[src/hdl/lars_pkg.sv]
`default_nettype none

package lars_pkg;

   localparam int MAX_WIDTH = 64;
   localparam int ROW_BITS = 64;
   localparam int WIDTH_BITS = 7;
   localparam logic [WIDTH_BITS-1:0] WIDTH_RESET = 7'd64;
   localparam int QUEUE_DEPTH = 4;
   localparam int QUEUE_PTR_BITS = 2;
   localparam int QUEUE_COUNT_BITS = 3;
   localparam logic [3:0] BIRTH_COUNT = 4'd3;
   localparam logic [3:0] SURVIVE_COUNT = 4'd2;

   typedef struct packed {
      logic upper;
      logic middle;
      logic below;
   } cell_link_type;

   typedef struct packed {
      logic [ROW_BITS-1:0] next_cells;
      logic                grid_done;
   } result_type;

   function automatic logic next_state(input logic alive, input logic [3:0] neighbors);
      next_state = (neighbors == BIRTH_COUNT) || (alive && (neighbors == SURVIVE_COUNT));
   endfunction

endpackage

`default_nettype wire

[src/hdl/lars_req_if.sv]
`default_nettype none

interface lars_req_if;
   logic                          valid;
   logic                          ready;
   logic [lars_pkg::ROW_BITS-1:0] row_cells;
   logic                          final_row;

   modport source (output valid, output row_cells, output final_row, input ready);
   modport sink (input valid, input row_cells, input final_row, output ready);
endinterface

`default_nettype wire

[src/hdl/lars_rsp_if.sv]
`default_nettype none

interface lars_rsp_if;
   logic                          valid;
   logic                          ready;
   logic [lars_pkg::ROW_BITS-1:0] next_cells;
   logic                          grid_done;

   modport source (output valid, output next_cells, output grid_done, input ready);
   modport sink (input valid, input next_cells, input grid_done, output ready);
endinterface

`default_nettype wire

[src/hdl/life_automaton_row_stepper_top.sv]
// Game of Life (B3/S23) row stepper.
// Rows of a grid arrive on the req channel, one row per transfer, bit k being
// column k; final_row marks the bottom row. Each transfer after the first row
// of a grid yields the next generation of the row above it on the rsp channel.
// The bottom row yields two results, the second with grid_done set; a grid of
// one row yields a single result with grid_done set.
// The csr port sets the grid width; columns at or above it count as dead.
// A row of 64 column cells holds the two previous rows and computes both
// possible results in the cycle of the transfer.
// A result is pushed into the queue when the row that causes it is accepted.
// One row is accepted in every cycle while ready is high; the bottom row's two
// results are made up for by the silent first row of each grid, so with an
// always-ready receiver a steady stream of grids runs at one row per cycle with no gap.
// Results wait in a four-entry queue; ready drops while more than two wait,
// so a stalled receiver holds the queue and back-pressures the sender.
// Reset clears the held rows and the queue and sets the width to 64.
`default_nettype none

module life_automaton_row_stepper_top (
   input  wire logic                          clock,
   input  wire logic                          reset,
   lars_req_if.sink                           req_channel,
   lars_rsp_if.source                         rsp_channel,
   input  wire logic                          csr_write_en,
   input  wire logic [lars_pkg::WIDTH_BITS-1:0] csr_write_data
);

   logic [lars_pkg::WIDTH_BITS-1:0] width_ff, width_in;
   logic held_ff, held_in;
   logic accept;
   logic has_room;
   logic [lars_pkg::ROW_BITS-1:0] middle_next;
   logic [lars_pkg::ROW_BITS-1:0] below_next;
   lars_pkg::cell_link_type links [lars_pkg::MAX_WIDTH+2];
   lars_pkg::result_type first_result;
   lars_pkg::result_type second_result;
   lars_pkg::result_type out_result;
   logic push_one;
   logic push_two;

   assign links[0] = '0;
   assign links[lars_pkg::MAX_WIDTH+1] = '0;

   for (genvar c = 0; c < lars_pkg::MAX_WIDTH; c++) begin : g_cells
      lars_cell u_cell (
         .clock       (clock),
         .reset       (reset),
         .enable      (lars_pkg::WIDTH_BITS'(c) < width_ff),
         .load        (accept),
         .clear       (req_channel.final_row),
         .row_bit     (req_channel.row_cells[c]),
         .left_link   (links[c]),
         .right_link  (links[c+2]),
         .own_link    (links[c+1]),
         .next_middle (middle_next[c]),
         .next_below  (below_next[c])
      );
   end

   for (genvar c = lars_pkg::MAX_WIDTH; c < lars_pkg::ROW_BITS; c++) begin : g_pad
      assign middle_next[c] = 1'b0;
      assign below_next[c] = 1'b0;
   end

   always_comb begin
      accept = req_channel.valid && has_room;
      push_one = 1'b0;
      push_two = 1'b0;
      first_result.next_cells = middle_next;
      first_result.grid_done = 1'b0;
      second_result.next_cells = below_next;
      second_result.grid_done = 1'b1;
      if (accept) begin
         if (held_ff) begin
            push_one = !req_channel.final_row;
            push_two = req_channel.final_row;
         end else if (req_channel.final_row) begin
            push_one = 1'b1;
            first_result = second_result;
         end
      end
      held_in = held_ff;
      if (accept) begin
         held_in = !req_channel.final_row;
      end
      width_in = csr_write_en ? csr_write_data : width_ff;
   end

   always_ff @(posedge clock) begin
      if (reset) begin
         width_ff <= lars_pkg::WIDTH_RESET;
         held_ff <= 1'b0;
      end else begin
         width_ff <= width_in;
         held_ff <= held_in;
      end
   end

   lars_result_queue u_queue (
      .clock         (clock),
      .reset         (reset),
      .push_one      (push_one),
      .push_two      (push_two),
      .first_result  (first_result),
      .second_result (second_result),
      .has_room      (has_room),
      .out_valid     (rsp_channel.valid),
      .out_ready     (rsp_channel.ready),
      .out_result    (out_result)
   );

   assign req_channel.ready = has_room;
   assign rsp_channel.next_cells = out_result.next_cells;
   assign rsp_channel.grid_done = out_result.grid_done;

endmodule

`default_nettype wire

[src/hdl/lars_cell.sv]
`default_nettype none

module lars_cell (
   input  wire logic                    clock,
   input  wire logic                    reset,
   input  wire logic                    enable,
   input  wire logic                    load,
   input  wire logic                    clear,
   input  wire logic                    row_bit,
   input  wire lars_pkg::cell_link_type left_link,
   input  wire lars_pkg::cell_link_type right_link,
   output lars_pkg::cell_link_type      own_link,
   output logic                         next_middle,
   output logic                         next_below
);

   logic upper_ff, upper_in;
   logic middle_ff, middle_in;
   logic [3:0] middle_sum;
   logic [3:0] below_sum;

   always_comb begin
      own_link.upper = upper_ff & enable;
      own_link.middle = middle_ff & enable;
      own_link.below = row_bit & enable;

      middle_sum = 4'(left_link.upper) + 4'(own_link.upper) + 4'(right_link.upper)
                 + 4'(left_link.middle) + 4'(right_link.middle)
                 + 4'(left_link.below) + 4'(own_link.below) + 4'(right_link.below);
      below_sum = 4'(left_link.middle) + 4'(own_link.middle) + 4'(right_link.middle)
                + 4'(left_link.below) + 4'(right_link.below);

      next_middle = lars_pkg::next_state(own_link.middle, middle_sum) & enable;
      next_below = lars_pkg::next_state(own_link.below, below_sum) & enable;

      upper_in = upper_ff;
      middle_in = middle_ff;
      if (load) begin
         if (clear) begin
            upper_in = 1'b0;
            middle_in = 1'b0;
         end else begin
            upper_in = middle_ff;
            middle_in = own_link.below;
         end
      end
   end

   always_ff @(posedge clock) begin
      if (reset) begin
         upper_ff <= 1'b0;
         middle_ff <= 1'b0;
      end else begin
         upper_ff <= upper_in;
         middle_ff <= middle_in;
      end
   end

endmodule

`default_nettype wire

[src/hdl/lars_result_queue.sv]
`default_nettype none

module lars_result_queue (
   input  wire logic                 clock,
   input  wire logic                 reset,
   input  wire logic                 push_one,
   input  wire logic                 push_two,
   input  wire lars_pkg::result_type first_result,
   input  wire lars_pkg::result_type second_result,
   output logic                      has_room,
   output logic                      out_valid,
   input  wire logic                 out_ready,
   output lars_pkg::result_type      out_result
);

   lars_pkg::result_type entries_ff [lars_pkg::QUEUE_DEPTH];
   logic [lars_pkg::QUEUE_PTR_BITS-1:0] wr_ptr_ff, wr_ptr_in;
   logic [lars_pkg::QUEUE_PTR_BITS-1:0] rd_ptr_ff, rd_ptr_in;
   logic [lars_pkg::QUEUE_COUNT_BITS-1:0] count_ff, count_in;
   logic [lars_pkg::QUEUE_PTR_BITS-1:0] wr_next_ptr;
   logic pop;
   logic [lars_pkg::QUEUE_COUNT_BITS-1:0] push_count;

   always_comb begin
      has_room = count_ff <= lars_pkg::QUEUE_COUNT_BITS'(lars_pkg::QUEUE_DEPTH - 2);
      out_valid = count_ff != '0;
      out_result = entries_ff[rd_ptr_ff];
      pop = out_valid && out_ready;
      wr_next_ptr = wr_ptr_ff + lars_pkg::QUEUE_PTR_BITS'(1);
      push_count = push_two ? lars_pkg::QUEUE_COUNT_BITS'(2) :
                   (push_one ? lars_pkg::QUEUE_COUNT_BITS'(1) : '0);
      wr_ptr_in = wr_ptr_ff + push_count[lars_pkg::QUEUE_PTR_BITS-1:0];
      rd_ptr_in = pop ? rd_ptr_ff + lars_pkg::QUEUE_PTR_BITS'(1) : rd_ptr_ff;
      count_in = count_ff + push_count - lars_pkg::QUEUE_COUNT_BITS'(pop);
   end

   always_ff @(posedge clock) begin
      if (reset) begin
         wr_ptr_ff <= '0;
         rd_ptr_ff <= '0;
         count_ff <= '0;
      end else begin
         wr_ptr_ff <= wr_ptr_in;
         rd_ptr_ff <= rd_ptr_in;
         count_ff <= count_in;
      end
   end

   always_ff @(posedge clock) begin
      if (push_one || push_two) begin
         entries_ff[wr_ptr_ff] <= first_result;
      end
      if (push_two) begin
         entries_ff[wr_next_ptr] <= second_result;
      end
   end

endmodule

`default_nettype wire

[src/flat_wrapper.sv]
// flat-port wrapper written by rule: the top's interface ports become plain ports
module life_automaton_row_stepper_top_flat 
  (clock, reset, csr_write_en, csr_write_data, req_channel_valid, req_channel_row_cells, req_channel_final_row, req_channel_ready, rsp_channel_valid, rsp_channel_next_cells, rsp_channel_grid_done, rsp_channel_ready);
  lars_req_if req_channel_i ();
  lars_rsp_if rsp_channel_i ();
  input  wire logic clock;
  input  wire logic reset;
  input  wire logic csr_write_en;
  input  wire logic [lars_pkg::WIDTH_BITS-1:0] csr_write_data;
  input wire logic [$bits(req_channel_i.valid)-1:0] req_channel_valid;
  input wire logic [$bits(req_channel_i.row_cells)-1:0] req_channel_row_cells;
  input wire logic [$bits(req_channel_i.final_row)-1:0] req_channel_final_row;
  output wire logic [$bits(req_channel_i.ready)-1:0] req_channel_ready;
  output wire logic [$bits(rsp_channel_i.valid)-1:0] rsp_channel_valid;
  output wire logic [$bits(rsp_channel_i.next_cells)-1:0] rsp_channel_next_cells;
  output wire logic [$bits(rsp_channel_i.grid_done)-1:0] rsp_channel_grid_done;
  input wire logic [$bits(rsp_channel_i.ready)-1:0] rsp_channel_ready;
  assign req_channel_i.valid = req_channel_valid;
  assign req_channel_i.row_cells = req_channel_row_cells;
  assign req_channel_i.final_row = req_channel_final_row;
  assign req_channel_ready = req_channel_i.ready;
  assign rsp_channel_valid = rsp_channel_i.valid;
  assign rsp_channel_next_cells = rsp_channel_i.next_cells;
  assign rsp_channel_grid_done = rsp_channel_i.grid_done;
  assign rsp_channel_i.ready = rsp_channel_ready;
  life_automaton_row_stepper_top u_core (.clock(clock), .reset(reset), .req_channel(req_channel_i), .rsp_channel(rsp_channel_i), .csr_write_en(csr_write_en), .csr_write_data(csr_write_data));
endmodule
[config.mk]
export PLATFORM = sky130hd
export DESIGN_NAME = life_automaton_row_stepper_top_flat
export DESIGN_NICKNAME = d
export VERILOG_FILES = /design/src/hdl/lars_pkg.sv /design/src/hdl/lars_req_if.sv /design/src/hdl/lars_rsp_if.sv /design/src/hdl/life_automaton_row_stepper_top.sv /design/src/hdl/lars_cell.sv /design/src/hdl/lars_result_queue.sv /design/src/flat_wrapper.sv
export SDC_FILE = /design/constraint.sdc
export NUM_CORES = 2
export LEC_CHECK = 0
export BUFFER_PORTS_ARGS = -buffer_cell sky130_fd_sc_hd__buf_4
export CAP_MARGIN = 10
export CORE_MARGIN = 2
export CORE_UTILIZATION = 53
export CTS_BUF_LIST = sky130_fd_sc_hd__clkbuf_8 sky130_fd_sc_hd__clkbuf_16
export CTS_CLUSTER_SIZE = 25
export DETAILED_ROUTE_END_ITERATION = 12
export GPL_TIMING_DRIVEN = 0
export PLACE_DENSITY = 0.78
export SETUP_SLACK_MARGIN = 0.3
export SLEW_MARGIN = 20
export SYNTH_ARGS = -nofsm -noshare
export SYNTH_HDL_FRONTEND = slang
export SYNTH_HIERARCHICAL = 1
export SYNTH_SLANG_ARGS = --single-unit
[constraint.sdc]
create_clock -name clock -period 8.77 [get_ports clock]
set_clock_uncertainty 0.2 [all_clocks]
set_input_delay 0.877 -clock clock [delete_from_list [all_inputs] [get_ports clock]]
set_output_delay 0.877 -clock clock [all_outputs]
set_load 0.02 [all_outputs]
==> results.toml <==
[worst_setup_path]
r2r_end = "u_core/u_queue/entries_ff[3][15]$_DFFE_PP_"
worstPathMaxFanout = 10
max_stage_delay_ns = 0.84
critPathRequiredTime_ns = 8.90
cp_num_buf_inv = 4
crit_arrival_ns = 6.12
path_cells = "buf_2 -> nand2_1 -> o21ai_0 -> nand2_1 -> inv_1 -> inv_1 -> fa_1 -> fa_1 -> fa_1 -> inv_1 -> ha_1 -> fa_1 -> o2111ai_1 -> a21oi_1 -> mux2_4 -> mux2_1"
r2r_setup_slack_ns = 2.79
startpoint_type = "flip-flop"
crit_top_cell = "fa_1"
end_kind = "flip-flop"
r2r_cells = 16
cpLargestDelayFamily = "adder cells"
critPathKind = "flip-flop to flip-flop"
slowest_stage = "o21ai_0"
r2r-start = "u_core/width_ff[2]$_SDFFE_PP0P_"

[synthesis]
synth_top_area_share_pct = 20.1
synth_area_um2 = 38800
synth-edff-count = 260
ys.warnings.count = 6
synthMuxAreaShare_pct = 14.4
synthTopCellsByArea = "edfxtp_1 20%, fa_1 20%, ha_1 8.5%"
synth_compound_area_share_pct = 6.27
synth_seq_area_share_pct = 27.6
synth-simple-area-share_pct = 13.1
yosysTopAreaCell = "edfxtp_1"
synthAdderAreaFrac_pct = 28.3
synth.distinct_cells = 57
synth-xor-area-share_pct = 0.119
ys_ff_latch = 405
async_flop_share_pct = 0
synthFlopType = "edfxtp_1"
syn_avg_cell_area_um2 = 10.6
netlist_instances = 3644
synth_top_family_by_area = "adder cells"

[clock_tree]
cts_tree = "done"
post_cts_resized = 0
h-tree-depth = 2
ctsLongestPathBuffers = 3
clk_pin_slew_ns = 0.06
postCtsHoldBufs = 0
insertion_delay_ns = 0.60
cts-root-buf = "clkbuf_16"
cts_sinks = 405
post_cts_buffers = 0
cts-buffers-inserted = 50

[placement]
dp.cells = 4776
place.gp.congestion = 0.890
dpl.hpwl_um = 70700
place_ws_ns = 2.87
port_buffers = 142

[drt]
drt-initial-drc-count = 1763
num_vias = 26600
wl_um = 93100
dr.pass1.iters = 5
viasPerCell = 5.45
drc_errors = 0
wl_per_cell_um = 19.1
postRouteAntennaNets = 0

[pwr]
power.internal_uw = 5100
combPwrFrac_pct = 42.0
pwr-share-seq_pct = 30.0
swShare_pct = 35.2
p_leak_uw = 0.0213
p_total_uw = 7870
power_density_nw_per_um2 = 182
power.clock.fraction_pct = 27.9
p_sw_uw = 2770
ir_worst_vdd_mv = 0.235

[timing]
fmax_mhz = 167
worstMarginPinSlew_ns = 1.01
hold_violations = 0
drv_slew = 0
setup-violations-final = 0
period_minus_slack_ns = 5.98
post-route-period-util_pct = 68.2
timing.hold.ws_ns = 0.267
fin_ws_ns = 2.79
slew_headroom_pct = 32.4
rsz0062_at_grt = "false"
tns_ns = 0

[run]
max_cap_viol_count = 0

[layout]
drive_gt1_share_pct = 19.4
regArea_um2 = 10700
final_net_count = 4593
area_delta_synth_final_pct = 11.8
fill_cells = 5835
instances_no_fill = 4872
multiInputGateArea_um2 = 24200

[global_routing]
grt_pass1_wl_um = 148000
grt_pass1_vias = 27900
grt_max_degree = 133
antenna_found_initial = 5
grt_overflow = 0
grt.total_usage_pct = 25.2

[floorplan]
die_height_um = 275
ios = 144
core_um2 = 72700
rows = 99
start_util_pct = 53.4
die_area_um2 = 75400
die_w_um = 275

[min_path]
min_from = "u_core/g_cells[49].u_cell/upper_ff$_SDFFE_PP0P_"
hold_class = "flip-flop to flip-flop"
worstHoldPathCells = 2
hold_end = "u_core/g_cells[49].u_cell/upper_ff$_SDFFE_PP0P_"

[run_status]
outcome = "completed"
==> flip-flops by register name, summed over array words and instances, names as in the netlist, named ones only <==
signal	cells
u_core/u_queue/count_ff	3
u_core/u_queue/entries_ff	260
u_core/held_ff	1
u_core/g_cells.u_cell/middle_ff	64
u_core/u_queue/wr_ptr_ff	2
u_core/g_cells.u_cell/upper_ff	64
u_core/u_queue/rd_ptr_ff	2
u_core/width_ff	7
==> tightest hold or removal path, cell delays in order (launching register included) <==
cell      delay [ns]
dfxtp_1         0.31
nand2b_1        0.06
a21oi_1         0.05
==> layout by cell type, fill, tap and decap left out, drive strengths merged, types with 2 or more instances in the layout <==
master,instances
o21ai,25
o31ai,2
mux4,65
or2,27
nand4b,25
o2111ai,37
and3,2
nand3,5
mux2i,6
conb,10
o211ai,33
inv,915
bufinv,8
ha,262
fa,385
dfxtp,145
diode,3
clkinvlp,4
nand2,309
buf,227
nand2b,165
nor2,19
a21oi,199
edfxtp,260
mux2,327
a211oi,25
nor2b,71
nand3b,167
clkinv,25
clkbuf,56
nor3,69
o211a,24
==> area by class of cell <==
class,count,area share (%)
clock buffer,53,3.06
buffer,65,1.19
timing repair buffer,165,3.54
multi-input combinational,2270,55.9
clock inverter,40,0.955
tap,959,2.77
antenna,3,0.0173
inverter,912,7.89
sequential,405,24.7
==> worst max-delay path by stage <==
stage	from	to	slack, ns	cells after the start
final	u_core/width_ff[2]$_SDFFE_PP0P_	u_core/u_queue/entries_ff[3][15]$_DFFE_PP_	2.79	16
after global routing	u_core/width_ff[2]$_SDFFE_PP0P_	u_core/u_queue/entries_ff[3][15]$_DFFE_PP_	2.55	16
after CTS	u_core/width_ff[2]$_SDFFE_PP0P_	u_core/u_queue/entries_ff[3][15]$_DFFE_PP_	2.82	16
after detailed placement	u_core/width_ff[2]$_SDFFE_PP0P_	u_core/u_queue/entries_ff[3][15]$_DFFE_PP_	2.87	16
after global placement	req_channel_valid	u_core/u_queue/entries_ff[2][30]$_DFFE_PP_	-2.47	5
after floorplan	u_core/u_queue/count_ff[0]$_SDFF_PP0_	u_core/u_queue/entries_ff[3][0]$_DFFE_PP_	1.61	5
==> kinds of logic after synthesis <==
kind of cell	count (synthesis)
AOI/OAI and AO/OA	348
xor gates and xnor gates	2
adders and majority gates	647
buffers and inverters	977
DFF	405
muxes	398
other	2
and+or+nand+nor	865
==> cell usage after synthesis (41+ instances only) <==
| cell | count |
|---|---|
| nand3b_1 | 126 |
| nand2b_1 | 165 |
| a21oi_2 | 41 |
| fa_1 | 385 |
| a21oi_1 | 158 |
| mux2_1 | 139 |
| nand2_2 | 41 |
| mux4_2 | 65 |
| mux2_2 | 89 |
| nor2b_1 | 71 |
| dfxtp_1 | 145 |
| nor3_1 | 68 |
| ha_1 | 262 |
| inv_1 | 871 |
| mux2_4 | 99 |
| nand2_1 | 268 |
| edfxtp_1 | 260 |
==> per-stage QoR <==
step / utilization (%) / instance area (um^2)
2_1_floorplan: - / 38800
3_3_place_gp: 56.5 / 41100
3_5_place_dp: 57.2 / 41600
4_1_cts: 59.6 / 43400
5_1_grt: 59.6 / 43400
6_report: 59.6 / 43400
==> layer usage <==
| layer | vias up | share of wire [%] | wire [um] | GRT usage [%] |
|---|---|---|---|---|
| met2 | 749 | 49 | 45900 | 43.9 |
| met1 | 13300 | 41 | 37800 | 31.7 |
| met5 | - | 0.029 | 27 | 0 |
| met4 | 4 | 2.7 | 2510 | 7.52 |
| met3 | 138 | 7.3 | 6780 | 4.89 |
| li1 | 12400 | - | - | - |
==> power by group through the flow <==
stage / logic, uW / registers, uW / clock network (uW)
after floorplan: 2280 / 2390 / 0
after detailed placement: 3290 / 2400 / 0
after global placement: 3120 / 2420 / 0
after global routing: 3660 / 2380 / 2300
after CTS: 3320 / 2360 / 2230
final: 3310 / 2360 / 2200
No activity file was read; power rests on OpenSTA's default activity.
